**src/rtl/trd_pkg.sv**
```systemverilog
`timescale 1ns / 1ps
// Shared constants, codes and types for the tile run-length decoder.
// No dependencies; imported by the core, the sequencer and the datapath.
package trd_pkg;

  localparam int unsigned TILE_BYTES  = 16;
  localparam int unsigned FILL_W      = (TILE_BYTES > 2) ? $clog2(TILE_BYTES) : 1;
  localparam int unsigned SKIP_W      = $clog2(255 * TILE_BYTES + 1);
  localparam int unsigned MAX_RESULTS = 33;
  localparam int unsigned RES_W       = $clog2(MAX_RESULTS + 1);
  localparam int unsigned CHUNK_BYTES = 4;

  // decode phases
  localparam logic [1:0] PH_CMD = 2'd0;
  localparam logic [1:0] PH_OP1 = 2'd1;
  localparam logic [1:0] PH_OP2 = 2'd2;
  localparam logic [1:0] PH_LIT = 2'd3;

  // value generator kinds
  localparam logic [2:0] K_NONE = 3'd0;
  localparam logic [2:0] K_INC  = 3'd1;
  localparam logic [2:0] K_RUN  = 3'd2;
  localparam logic [2:0] K_INV  = 3'd3;
  localparam logic [2:0] K_ROW  = 3'd4;
  localparam logic [2:0] K_ALT  = 3'd5;
  localparam logic [2:0] K_LIT  = 3'd6;

  // configuration register indexes
  localparam logic [1:0] CFG_FIRST_TILE  = 2'd0;
  localparam logic [1:0] CFG_TILES_WRITE = 2'd1;
  localparam logic [1:0] CFG_TILES_SKIP  = 2'd2;

  // command byte constants
  localparam logic [7:0] CMD_END      = 8'h00;
  localparam logic [7:0] CMD_LIT_BASE = 8'h10;
  localparam logic [6:0] LIT_BIAS     = 7'd15;
  localparam logic [7:0] BYTE_ONES    = 8'hFF;

  typedef struct packed {
    logic [CHUNK_BYTES-1:0][7:0] bytes;
    logic [2:0]                  cnt;
    logic [7:0]                  tile;
    logic                        commit;
    logic                        done;
  } chunk_t;

  typedef struct packed {
    logic capture;
    logic decode;
    logic step;
    logic flush_close;
    logic flush_last;
  } dp_cmd_t;

  typedef struct packed {
    logic dec_work;
    logic dec_marker;
    logic busy;
    logic ch_open;
    logic held_valid;
    logic out_free;
  } dp_status_t;

endpackage

```
**src/rtl/tile_rle_decoder_core.sv**
```systemverilog
`timescale 1ns / 1ps
// Tile run-length decoder. A byte is taken in the idle state and decoded in the
// next cycle. An expanding byte then gives one decoded byte or one chunk close
// per step, then a flush of the open and held chunks; the expander holds
// whenever the output register is stalled. Reset clears the configuration to
// zero, restarts the stream, empties output.
module tile_rle_decoder_core import trd_pkg::*; (
  input  logic       clk_i,
  input  logic       rst_ni,
  input  logic       in_valid_i,
  output logic       in_stall_o,
  input  logic [7:0] code_byte_i,
  input  logic       frame_start_i,
  input  logic       cfg_we_i,
  input  logic [1:0] cfg_index_i,
  input  logic [7:0] cfg_data_i,
  output logic       out_valid_o,
  input  logic       out_stall_i,
  output logic [7:0] out_byte_0_o,
  output logic [7:0] out_byte_1_o,
  output logic [7:0] out_byte_2_o,
  output logic [7:0] out_byte_3_o,
  output logic [2:0] byte_count_o,
  output logic [7:0] tile_number_o,
  output logic       tile_commit_o,
  output logic       stream_done_o,
  output logic       last_of_run_o
);

  dp_cmd_t    cmd;
  dp_status_t st;
  chunk_t     out_chunk;

  trd_ctrl u_ctrl (
    .clk_i      (clk_i),
    .rst_ni     (rst_ni),
    .in_valid_i (in_valid_i),
    .in_stall_o (in_stall_o),
    .st_i       (st),
    .cmd_o      (cmd)
  );

  trd_datapath u_datapath (
    .clk_i         (clk_i),
    .rst_ni        (rst_ni),
    .cmd_i         (cmd),
    .st_o          (st),
    .code_byte_i   (code_byte_i),
    .frame_start_i (frame_start_i),
    .cfg_we_i      (cfg_we_i),
    .cfg_index_i   (cfg_index_i),
    .cfg_data_i    (cfg_data_i),
    .out_valid_o   (out_valid_o),
    .out_stall_i   (out_stall_i),
    .out_chunk_o   (out_chunk),
    .out_last_o    (last_of_run_o)
  );

  assign out_byte_0_o  = out_chunk.bytes[0];
  assign out_byte_1_o  = out_chunk.bytes[1];
  assign out_byte_2_o  = out_chunk.bytes[2];
  assign out_byte_3_o  = out_chunk.bytes[3];
  assign byte_count_o  = out_chunk.cnt;
  assign tile_number_o = out_chunk.tile;
  assign tile_commit_o = out_chunk.commit;
  assign stream_done_o = out_chunk.done;

endmodule

```
**src/rtl/trd_ctrl.sv**
```systemverilog
`timescale 1ns / 1ps
// Sequencer for the tile run-length decoder: accept, decode, expand, flush.
// Depends on trd_pkg for the command and status structs.
module trd_ctrl import trd_pkg::*; (
  input  logic       clk_i,
  input  logic       rst_ni,
  input  logic       in_valid_i,
  output logic       in_stall_o,
  input  dp_status_t st_i,
  output dp_cmd_t    cmd_o
);

  localparam logic [1:0] S_IDLE   = 2'd0;
  localparam logic [1:0] S_DECODE = 2'd1;
  localparam logic [1:0] S_RUN    = 2'd2;
  localparam logic [1:0] S_FLUSH  = 2'd3;

  logic [1:0] state_q, state_d;

  assign in_stall_o = (state_q != S_IDLE);

  always_comb begin
    cmd_o   = '0;
    state_d = state_q;
    unique case (state_q)
      S_IDLE: begin
        if (in_valid_i) begin
          cmd_o.capture = 1'b1;
          state_d       = S_DECODE;
        end
      end
      S_DECODE: begin
        cmd_o.decode = 1'b1;
        if (st_i.dec_work) begin
          state_d = S_RUN;
        end else if (st_i.dec_marker) begin
          state_d = S_FLUSH;
        end else begin
          state_d = S_IDLE;
        end
      end
      S_RUN: begin
        if (!st_i.busy) begin
          state_d = S_FLUSH;
        end else if (st_i.out_free) begin
          cmd_o.step = 1'b1;
        end
      end
      S_FLUSH: begin
        // close the open chunk first, then release the held one marked last
        if (st_i.ch_open) begin
          if (st_i.out_free) begin
            cmd_o.flush_close = 1'b1;
          end
        end else if (st_i.held_valid) begin
          if (st_i.out_free) begin
            cmd_o.flush_last = 1'b1;
            state_d          = S_IDLE;
          end
        end else begin
          state_d = S_IDLE;
        end
      end
    endcase
  end

  always_ff @(posedge clk_i or negedge rst_ni) begin
    if (!rst_ni) begin
      state_q <= S_IDLE;
    end else begin
      state_q <= state_d;
    end
  end

endmodule

```
**src/rtl/trd_datapath.sv**
```systemverilog
`timescale 1ns / 1ps
// Datapath of the tile run-length decoder: config registers, stream state,
// value generator, chunk assembly, one held chunk and the output register.
// Depends on trd_pkg.
module trd_datapath import trd_pkg::*; (
  input  logic       clk_i,
  input  logic       rst_ni,
  input  dp_cmd_t    cmd_i,
  output dp_status_t st_o,
  input  logic [7:0] code_byte_i,
  input  logic       frame_start_i,
  input  logic       cfg_we_i,
  input  logic [1:0] cfg_index_i,
  input  logic [7:0] cfg_data_i,
  output logic       out_valid_o,
  input  logic       out_stall_i,
  output chunk_t     out_chunk_o,
  output logic       out_last_o
);

  // configuration
  logic [7:0] base_tile_q, base_tile_d;
  logic [7:0] tiles_write_q, tiles_write_d;
  logic [7:0] tiles_skip_q, tiles_skip_d;

  // stream state
  logic [7:0]        code_q, code_d;
  logic [1:0]        phase_q, phase_d;
  logic [2:0]        kind_q, kind_d;
  logic [6:0]        plen_q, plen_d;
  logic [7:0]        first_q, first_d;
  logic [7:0]        second_q, second_d;
  logic              mono_q, mono_d;
  logic [SKIP_W-1:0] skip_q, skip_d;
  logic [FILL_W-1:0] fill_q, fill_d;
  logic [7:0]        left_q, left_d;
  logic [7:0]        tile_q, tile_d;
  logic              halted_q, halted_d;

  // value generator
  logic [2:0] exp_kind_q, exp_kind_d;
  logic [6:0] vcnt_q, vcnt_d;
  logic       dup_q, dup_d;
  logic [7:0] val_q, val_d;

  // chunk assembly, held chunk, output
  chunk_t           ch_q, ch_d;
  logic             ch_open_q, ch_open_d;
  chunk_t           held_q, held_d;
  logic             held_v_q, held_v_d;
  logic [RES_W-1:0] res_cnt_q, res_cnt_d;
  chunk_t           out_q, out_d;
  logic             out_last_q, out_last_d;
  logic             out_valid_q, out_valid_d;

  // combinational helpers
  logic       restart;
  logic       start_exp;
  logic [6:0] exp_count;
  logic [2:0] exp_kind_sel;
  logic [6:0] plen_next;
  logic       dec_work, dec_marker;
  logic [7:0] b_val;
  logic       completes;
  chunk_t     cw;
  chunk_t     close_c;
  logic       close_req;
  logic       push, push_last;
  logic       out_free;

  assign out_free = !out_valid_q || !out_stall_i;

  always_comb begin
    base_tile_d   = base_tile_q;
    tiles_write_d = tiles_write_q;
    tiles_skip_d  = tiles_skip_q;
    code_d        = code_q;
    phase_d       = phase_q;
    kind_d        = kind_q;
    plen_d        = plen_q;
    first_d       = first_q;
    second_d      = second_q;
    mono_d        = mono_q;
    skip_d        = skip_q;
    fill_d        = fill_q;
    left_d        = left_q;
    tile_d        = tile_q;
    halted_d      = halted_q;
    exp_kind_d    = exp_kind_q;
    vcnt_d        = vcnt_q;
    dup_d         = dup_q;
    val_d         = val_q;
    ch_d          = ch_q;
    ch_open_d     = ch_open_q;
    held_d        = held_q;
    held_v_d      = held_v_q;
    res_cnt_d     = res_cnt_q;
    out_d         = out_q;
    out_last_d    = out_last_q;
    out_valid_d   = out_valid_q && out_stall_i;

    restart      = 1'b0;
    start_exp    = 1'b0;
    exp_count    = '0;
    exp_kind_sel = kind_q;
    plen_next    = plen_q;
    dec_work     = 1'b0;
    dec_marker   = 1'b0;
    b_val        = first_q;
    completes    = (fill_q == FILL_W'(TILE_BYTES - 1));
    cw           = ch_q;
    close_c      = ch_q;
    close_req    = 1'b0;
    push         = 1'b0;
    push_last    = 1'b0;

    // writes to the three configuration registers restart the stream
    if (cfg_we_i) begin
      unique case (cfg_index_i)
        CFG_FIRST_TILE: begin
          base_tile_d = cfg_data_i;
          restart     = 1'b1;
        end
        CFG_TILES_WRITE: begin
          tiles_write_d = cfg_data_i;
          restart       = 1'b1;
        end
        CFG_TILES_SKIP: begin
          tiles_skip_d = cfg_data_i;
          restart      = 1'b1;
        end
        default: ;
      endcase
    end

    if (cmd_i.capture) begin
      code_d = code_byte_i;
      if (frame_start_i) begin
        restart = 1'b1;
      end
    end

    if (restart) begin
      phase_d  = PH_CMD;
      kind_d   = K_NONE;
      plen_d   = '0;
      first_d  = '0;
      second_d = '0;
      mono_d   = 1'b0;
      halted_d = 1'b0;
      skip_d   = SKIP_W'(tiles_skip_d) * SKIP_W'(TILE_BYTES);
      fill_d   = '0;
      left_d   = tiles_write_d;
      tile_d   = base_tile_d;
      vcnt_d   = '0;
      dup_d    = 1'b0;
    end

    // decode of the captured byte
    if (cmd_i.decode) begin
      ch_open_d = 1'b0;
      held_v_d  = 1'b0;
      res_cnt_d = '0;
      dup_d     = 1'b0;
      vcnt_d    = '0;
      if (!halted_q) begin
        unique case (phase_q)
          PH_CMD: begin
            if (code_q == CMD_END) begin
              // end of data: marker-only chunk goes straight to the held slot
              held_d     = '{bytes: '0, cnt: 3'd0, tile: tile_q, commit: 1'b0,
                             done: 1'b1};
              held_v_d   = 1'b1;
              res_cnt_d  = RES_W'(1);
              halted_d   = 1'b1;
              dec_marker = 1'b1;
            end else if (!code_q[7]) begin
              if (code_q < CMD_LIT_BASE) begin
                kind_d  = K_INC;
                plen_d  = 7'(code_q[3:0]) + 7'd1;
                phase_d = PH_OP1;
              end else begin
                plen_d  = code_q[6:0] - LIT_BIAS;
                phase_d = PH_LIT;
              end
            end else if (code_q[6:0] == 7'd0) begin
              mono_d = !mono_q;
              skip_d = mono_q ? (skip_q << 1) : (skip_q >> 1);
            end else if (!code_q[6]) begin
              if (!code_q[5]) begin
                kind_d  = K_RUN;
                plen_d  = 7'(code_q[4:0]) + 7'd1;
                phase_d = PH_OP1;
              end else begin
                kind_d       = K_ROW;
                first_d      = code_q[4] ? 8'h00 : BYTE_ONES;
                second_d     = code_q[0] ? 8'h00 : BYTE_ONES;
                start_exp    = 1'b1;
                exp_count    = 7'({code_q[3:1], 1'b0}) + 7'd2;
                exp_kind_sel = K_ROW;
              end
            end else begin
              kind_d  = code_q[0] ? K_ALT : K_INV;
              plen_d  = 7'({code_q[5:1], 1'b0}) + 7'd4;
              phase_d = PH_OP1;
            end
          end
          PH_OP1: begin
            first_d = code_q;
            if (kind_q == K_ALT) begin
              phase_d = PH_OP2;
            end else begin
              second_d  = (kind_q == K_INV) ? ~code_q : code_q;
              phase_d   = PH_CMD;
              start_exp = 1'b1;
              exp_count = plen_q;
            end
          end
          PH_OP2: begin
            second_d  = code_q;
            phase_d   = PH_CMD;
            start_exp = 1'b1;
            exp_count = plen_q;
          end
          PH_LIT: begin
            if (skip_q != '0) begin
              skip_d = skip_q - SKIP_W'(1);
            end else begin
              vcnt_d     = 7'd1;
              exp_kind_d = K_LIT;
              val_d      = code_q;
              dec_work   = 1'b1;
            end
            plen_next = (plen_q != 7'd0) ? plen_q - 7'd1 : plen_q;
            plen_d    = plen_next;
            if (plen_next == 7'd0) begin
              phase_d = PH_CMD;
            end
          end
        endcase

        // the skip is taken off the front of a run
        if (start_exp) begin
          exp_kind_d = exp_kind_sel;
          if (SKIP_W'(exp_count) < skip_q) begin
            skip_d = skip_q - SKIP_W'(exp_count);
            vcnt_d = '0;
          end else begin
            skip_d   = '0;
            vcnt_d   = exp_count - 7'(skip_q);
            dec_work = (exp_count != 7'(skip_q));
          end
        end
      end
    end

    // one decoded byte, or one chunk close, per step
    if (cmd_i.step) begin
      if (dup_q) begin
        b_val = val_q;
      end else begin
        unique case (exp_kind_q)
          K_INC:   b_val = first_q;
          K_LIT:   b_val = val_q;
          default: b_val = vcnt_q[0] ? second_q : first_q;
        endcase
      end

      if (ch_open_q && (ch_q.cnt == 3'(CHUNK_BYTES) || (ch_q.commit && completes))) begin
        close_req = 1'b1;
        close_c   = ch_q;
        ch_open_d = 1'b0;
      end else begin
        if (!ch_open_q) begin
          cw = '{bytes: '0, cnt: 3'd0, tile: tile_q, commit: 1'b0, done: 1'b0};
        end
        cw.bytes[cw.cnt[1:0]] = b_val;
        cw.cnt                = cw.cnt + 3'd1;

        if (dup_q) begin
          dup_d = 1'b0;
        end else begin
          vcnt_d = vcnt_q - 7'd1;
          if (exp_kind_q == K_INC) begin
            first_d = first_q + 8'd1;
          end
          if (mono_q) begin
            dup_d = 1'b1;
            val_d = b_val;
          end
        end

        if (completes) begin
          fill_d = '0;
          if (left_q == 8'd0) begin
            // zero tiles to write: first full tile stops without a commit
            halted_d  = 1'b1;
            cw.done   = 1'b1;
            close_req = 1'b1;
          end else begin
            cw.commit = 1'b1;
            tile_d    = tile_q + 8'd1;
            left_d    = left_q - 8'd1;
            if (left_q == 8'd1) begin
              halted_d  = 1'b1;
              cw.done   = 1'b1;
              close_req = 1'b1;
            end
          end
        end else begin
          fill_d = fill_q + FILL_W'(1);
        end

        if (close_req) begin
          close_c   = cw;
          ch_open_d = 1'b0;
        end else begin
          ch_d      = cw;
          ch_open_d = 1'b1;
        end
      end
    end

    if (cmd_i.flush_close) begin
      close_req = 1'b1;
      close_c   = ch_q;
      ch_open_d = 1'b0;
    end

    if (cmd_i.flush_last) begin
      push      = 1'b1;
      push_last = 1'b1;
      held_v_d  = 1'b0;
    end

    // a closed chunk waits in the held slot until we know whether it is last
    if (close_req && (res_cnt_q < RES_W'(MAX_RESULTS))) begin
      if (held_v_q) begin
        push = 1'b1;
      end
      held_d    = close_c;
      held_v_d  = 1'b1;
      res_cnt_d = res_cnt_q + RES_W'(1);
    end

    if (push) begin
      out_d       = held_q;
      out_last_d  = push_last;
      out_valid_d = 1'b1;
    end
  end

  always_ff @(posedge clk_i or negedge rst_ni) begin
    if (!rst_ni) begin
      base_tile_q   <= '0;
      tiles_write_q <= '0;
      tiles_skip_q  <= '0;
      phase_q       <= PH_CMD;
      kind_q        <= K_NONE;
      plen_q        <= '0;
      mono_q        <= 1'b0;
      skip_q        <= '0;
      fill_q        <= '0;
      left_q        <= '0;
      tile_q        <= '0;
      halted_q      <= 1'b0;
      exp_kind_q    <= K_NONE;
      vcnt_q        <= '0;
      dup_q         <= 1'b0;
      ch_open_q     <= 1'b0;
      held_v_q      <= 1'b0;
      res_cnt_q     <= '0;
      out_valid_q   <= 1'b0;
    end else begin
      base_tile_q   <= base_tile_d;
      tiles_write_q <= tiles_write_d;
      tiles_skip_q  <= tiles_skip_d;
      phase_q       <= phase_d;
      kind_q        <= kind_d;
      plen_q        <= plen_d;
      mono_q        <= mono_d;
      skip_q        <= skip_d;
      fill_q        <= fill_d;
      left_q        <= left_d;
      tile_q        <= tile_d;
      halted_q      <= halted_d;
      exp_kind_q    <= exp_kind_d;
      vcnt_q        <= vcnt_d;
      dup_q         <= dup_d;
      ch_open_q     <= ch_open_d;
      held_v_q      <= held_v_d;
      res_cnt_q     <= res_cnt_d;
      out_valid_q   <= out_valid_d;
    end
  end

  always_ff @(posedge clk_i) begin
    code_q     <= code_d;
    first_q    <= first_d;
    second_q   <= second_d;
    val_q      <= val_d;
    ch_q       <= ch_d;
    held_q     <= held_d;
    out_q      <= out_d;
    out_last_q <= out_last_d;
  end

  assign st_o.dec_work   = dec_work;
  assign st_o.dec_marker = dec_marker;
  assign st_o.busy       = !halted_q && (dup_q || (vcnt_q != 7'd0));
  assign st_o.ch_open    = ch_open_q;
  assign st_o.held_valid = held_v_q;
  assign st_o.out_free   = out_free;

  assign out_valid_o = out_valid_q;
  assign out_chunk_o = out_q;
  assign out_last_o  = out_last_q;

endmodule

```
**config.mk**
```make
export PLATFORM = sky130hd
export DESIGN_NAME = tile_rle_decoder_core
export DESIGN_NICKNAME = d
export VERILOG_FILES = /design/src/rtl/trd_pkg.sv /design/src/rtl/tile_rle_decoder_core.sv /design/src/rtl/trd_ctrl.sv /design/src/rtl/trd_datapath.sv
export SDC_FILE = /design/constraint.sdc
export NUM_CORES = 1
export LEC_CHECK = 0
export BUFFER_PORTS_ARGS = -buffer_cell sky130_fd_sc_hd__clkbuf_2
export CAP_MARGIN = 20
export CELL_PAD_IN_SITES_DETAIL_PLACEMENT = 1
export CELL_PAD_IN_SITES_GLOBAL_PLACEMENT = 1
export CORE_UTILIZATION = 50
export DETAILED_ROUTE_END_ITERATION = 10
export PLACE_DENSITY = 0.85
export SYNTH_ARGS = -nofsm -noshare
export SYNTH_HDL_FRONTEND = slang
export SYNTH_HIERARCHICAL = 1
export SYNTH_SLANG_ARGS = --single-unit
```
**constraint.sdc**
```tcl
create_clock -name clk_i -period 8 [get_ports clk_i]
set_clock_uncertainty 0.2 [all_clocks]
set_input_delay 1.6 -clock clk_i [delete_from_list [all_inputs] [get_ports clk_i]]
set_output_delay 1.6 -clock clk_i [all_outputs]
set_load 0.1 [all_outputs]
```
After elaboration in Yosys (flattened, before gate mapping)
Cells that the tools add are included.
{"block": "word_totals", "out_inout_bits": 48, "elab_cells": 370, "input_bits": 24, "regBits": 260}
{"block": "op_classes", "n_eq_ne": 22, "n_lt_le_gt_ge": 5, "n_bitwise": 4, "add_sub_neg": 16, "n_reduce_logical": 35, "n_mux": 239}
{"operator": "$mux W45", "n": 12}
{"operator": "$mux W8", "n": 52}
{"operator": "$mux W7", "n": 27}
{"operator": "$mux W12", "n": 10}
{"operator": "$mux W1", "n": 79}
{"operator": "$mux W3", "n": 20}
{"operator": "$mux W2", "n": 20}
{"operator": "$bwmux W32", "n": 1}
{"operator": "$pmux W8 S2", "n": 2}
{"operator": "$mux W6", "n": 4}
{"operator": "$pmux W12 S2", "n": 1}
{"operator": "$pmux W8 S3", "n": 1}
{"operator": "$pmux W7 S3", "n": 1}
{"operator": "$add A8 B1 Y8 const B", "n": 2}
{"operator": "$demux W8 S2", "n": 1}
{"operator": "$logic_not A8 Y1", "n": 2}
{"operator": "$mux W4", "n": 4}
{"operator": "$pmux W2 S4", "n": 2}
{"operator": "$logic_not A7 Y1", "n": 2}
{"operator": "$pmux W7 S2", "n": 1}
{"operator": "$reduce_bool A7 Y1", "n": 2}
{"operator": "$sub A7 B1 Y7 const B", "n": 2}
{"operator": "$lt A7 B12 Y1", "n": 1}
{"operator": "$reduce_and A4 Y1", "n": 3}
{"operator": "38 further kinds", "n": 69}

Depth between registers and ports, before layout
{"block": "depth", "depth_word": 19, "ltp_mapped": 18, "ltp_nobuf": 16}

By module
The synthesis kept the hierarchy.
{"module": "trd_datapath", "cells_each": 1322, "seq_area_each_um2": 7056.8, "area_per_inst_um2": 13711.9, "n_inst": 1}
{"module": "trd_ctrl", "cells_each": 20, "seq_area_each_um2": 50.0, "area_per_inst_um2": 153.9, "n_inst": 1}

Least setup slack after synthesis
No wires, ideal clock.
{"block": "synth_path", "path_kind": "input-to-reg", "start": "input out_stall_i", "end": "register u_datapath.out_q, in the netlist u_datapath/out_chunk_o[0] (enable)", "n_path_buf": 2, "setup_time_ns": 0.402, "stages": 9, "t_required_ns": 7.398, "arrival_time_ns": 3.648, "path_slack_ns": 3.750, "path_cell_list": "nand2_1 -> buf_4 -> and4_1 -> buf_2 -> inv_1 -> a21oi_4 -> o21ai_2 -> inv_1 -> a21o_1"}
{"element": "from (decl)", "line_no": "tile_rle_decoder_core.sv:18", "rtl": "input logic out_stall_i,"}
{"element": "to (signal assigned)", "line_no": "trd_datapath.sv:404", "rtl": "out_q <= out_d;"}
{"element": "to (decl)", "line_no": "trd_datapath.sv:52", "rtl": "chunk_t out_q, out_d;"}

==> results.json <==
{
  "clk_root_buffer_cell": "sky130_fd_sc_hd__clkbuf_16",
  "finalWorstPathRequiredPeriod_ps": 4650,
  "gr-total-overflow": 0,
  "crit_fanout": 46,
  "cap_viol_max_count": 0,
  "holdBufCountCts": 0,
  "post-cts-setup-buffer-count": 0,
  "run_status": "finished clean",
  "fin_util": 0.566,
  "most-common-layout-cells": "sky130_fd_sc_hd__edfxtp_1, sky130_fd_sc_hd__nand2_1, sky130_fd_sc_hd__nor2_1",
  "grt_setup_unrepaired": "no",
  "layout.cells.most_common": "sky130_fd_sc_hd__edfxtp_1",
  "drc": 0,
  "layout.nets": 1436,
  "synthToLayoutAreaGrowth_pct": 10.7,
  "postSynthCellCount": 1342,
  "floorplan.die_area_sq_um": 28400,
  "cts_num_sinks": 260,
  "seq_area_frac_synth": 0.513,
  "route.detailed.vias_per_inst": 6.36,
  "cp_data_required_time_ps": 7970,
  "relSlewSlack": 0.255,
  "place.detailed.hpwl_um": 28200,
  "synth_ff_type": "sky130_fd_sc_hd__edfxtp_1",
  "yosysUniqueCellTypes": 86,
  "port_buffers": 71,
  "postRouteAntennaNets": 0,
  "floorplan.io_pins": 72,
  "clk_transition_reported_paths_ps": 60,
  "cp-end-kind": "register",
  "drt_pass1_iterations": 5,
  "synth_edf_count": 144,
  "cts_htree_levels": 1,
  "placement_rows": 60,
  "postLayoutSetupSlackWorst_ps": 3350,
  "report.final.slew_viol_count": 0,
  "layout.filler_cells": 2915,
  "drive_gt1_frac": 0.142,
  "synthesized_net_count": 1407,
  "cts_max_path_bufs": 3,
  "detail_route.wirelength_um": 40900,
  "post_route_total_power_mw": 5.34,
  "hold_path_class": "register to register",
  "die_h_um": 169,
  "peakVddDrop_v": 0.000215,
  "setup-violations-final": 0,
  "global_route_wire_length_before_repair_um": 64900,
  "combined_area_of_all_synthesized_cells_sq_um": 13900,
  "max_slew.worst_pin.slew_ps": 1120,
  "powerDensity_nw_per_um2": 348,
  "worst_ep_arrival_time_ps": 4630,
  "die_w_um": 169,
  "worstSkewPairLatency_ps": 570,
  "gr-usage-all-layers": 0.292,
  "finalHoldViolCount": 0,
  "pre_cts_slack_ps": 3190,
  "postSynthAreaPerCell_sq_um": 10.3,
  "worst_setup_path_start_kind": "register",
  "drt_iter0_drc": 891,
  "routed_wl_per_cell_um": 23.2,
  "vias": 11200,
  "floorplan.core_area_sq_um": 27100,
  "grt_antenna_before_repair": 1,
  "initial_core_util": 0.512,
  "cts_resized": 0,
  "tritoncts": "done",
  "place.gp.congestion": 0.943,
  "timing.fmax_ghz": 0.215,
  "worst_setup_path_type": "register to register",
  "final.setup.tns_ps": 0,
  "first_global_vias": 11500,
  "total_leakage_power_nw": 5.88,
  "synth.yosys.warnings": 6,
  "ys_ff_latch": 260,
  "ys_async_sr_fraction": 0.354,
  "period_share": 0.582,
  "cts_buffers": 28,
  "grt_start_max_net_pins": 56
}
[cell families (layout without fill, tap and decap cells)]
kind of cell	Yosys count	count (layout)	share of synthesized area
AOI/OAI and AO/OA	406	406	0.201
and+or+nand+nor	399	399	0.137
DFF	260	260	0.513
buffers and inverters	142	192	0.0420
muxes	67	67	0.0522
adders and majority gates	41	41	0.0381
xor gates and xnor gates	27	27	0.0171
other	0	1	0
[synthesized netlist by cell type, types with 26 or more instances]
cell type / count / area, sq um
sky130_fd_sc_hd__ha_1: 39 / 488
sky130_fd_sc_hd__a22o_1: 31 / 272
sky130_fd_sc_hd__nand3_1: 26 / 130
sky130_fd_sc_hd__nand2_1: 125 / 469
sky130_fd_sc_hd__nor3_1: 30 / 150
sky130_fd_sc_hd__clkbuf_1: 57 / 214
sky130_fd_sc_hd__a22oi_1: 29 / 218
sky130_fd_sc_hd__dfrtp_1: 92 / 2300
sky130_fd_sc_hd__a21oi_1: 92 / 460
sky130_fd_sc_hd__nor2_1: 123 / 462
sky130_fd_sc_hd__o21ai_0: 64 / 320
sky130_fd_sc_hd__mux2_2: 43 / 484
sky130_fd_sc_hd__inv_1: 59 / 221
sky130_fd_sc_hd__edfxtp_1: 144 / 4320
[registers in the layout, indices dropped and copies added, names as in the netlist, 12 cells and up, named ones only]
register                cells
u_datapath/out_chunk_o     45
u_datapath/ch_q            45
u_datapath/skip_q          12
u_datapath/held_q          45
[metrics by stage]
step | hold WS (ps) | area [sq um] | instances
2_1_floorplan | 200 | 13900 | 1342
3_3_place_gp | 203 | 14400 | 1713
3_5_place_dp | 206 | 14400 | 1713
4_1_cts | 195 | 15300 | 1764
5_1_grt | 224 | 15300 | 1764
6_report | 206 | 15300 | 1765
[critical path, stage by stage (launching register included)]
cell and delay [ps]:
sky130_fd_sc_hd__dfrtp_1 800, sky130_fd_sc_hd__inv_1 140, sky130_fd_sc_hd__ha_1 310, sky130_fd_sc_hd__and3b_1 240, sky130_fd_sc_hd__a21oi_1 230, sky130_fd_sc_hd__and4_1 450, sky130_fd_sc_hd__inv_1 180, sky130_fd_sc_hd__a21oi_4 210
sky130_fd_sc_hd__o21ai_4 60, sky130_fd_sc_hd__buf_4 280, sky130_fd_sc_hd__inv_1 220, sky130_fd_sc_hd__a21o_2 850
[final timing paths]
path                                           startpoint                             endpoint  slack, ps  depth (start not counted)
max in group asynchronous                          rst_ni       u_datapath/tile_q[4]$_DFF_PN0_       5580                          2
min reg2reg                u_datapath/held_q[8]$_DFFE_PP_  u_datapath/out_chunk_o[8]$_DFFE_PP_        210                          0
min in group asynchronous                          rst_ni       u_datapath/plen_q[4]$_DFF_PN0_        830                          1
max                        u_datapath/vcnt_q[0]$_DFF_PN0_  u_datapath/out_chunk_o[9]$_DFFE_PP_       3350                         11
min                        u_datapath/held_q[8]$_DFFE_PP_  u_datapath/out_chunk_o[8]$_DFFE_PP_        210                          0
max reg2reg                u_datapath/vcnt_q[0]$_DFF_PN0_  u_datapath/out_chunk_o[9]$_DFFE_PP_       3350                         11
[per-layer routing]
metal  vias up  part of all wire  wire [um]  GRT usage
li1       5088                 -          -          -
met1      5676              0.43      17600      0.392
met2       386              0.49      19900      0.493
met3        84             0.054       2200     0.0304
met4         0             0.029       1200      0.104
met5         -                 0          0          0
[cell type report]
| type | count | area (sq um) | area share |
|---|---|---|---|
| repair buffers | 81 | 433 | 0.0282 |
| multi-input cells | 940 | 6190 | 0.403 |
| well taps | 372 | 465 | 0.0303 |
| flip-flops and latches | 260 | 7110 | 0.463 |
| clock inverters | 21 | 221 | 0.0144 |
| clock buffers | 30 | 708 | 0.0461 |
| inverters | 60 | 225 | 0.0147 |
| diodes | 1 | 2.50 | 0.000163 |
[power by group]
part           leakage, nW  switching, mW  total [mW]  internal (mW)
registers             2.53          0.290        1.94           1.65
logic                 2.91           1.34        2.09          0.746
clock network        0.440          0.567        1.31          0.745
Note: power is estimated with default switching activity, not from simulation.
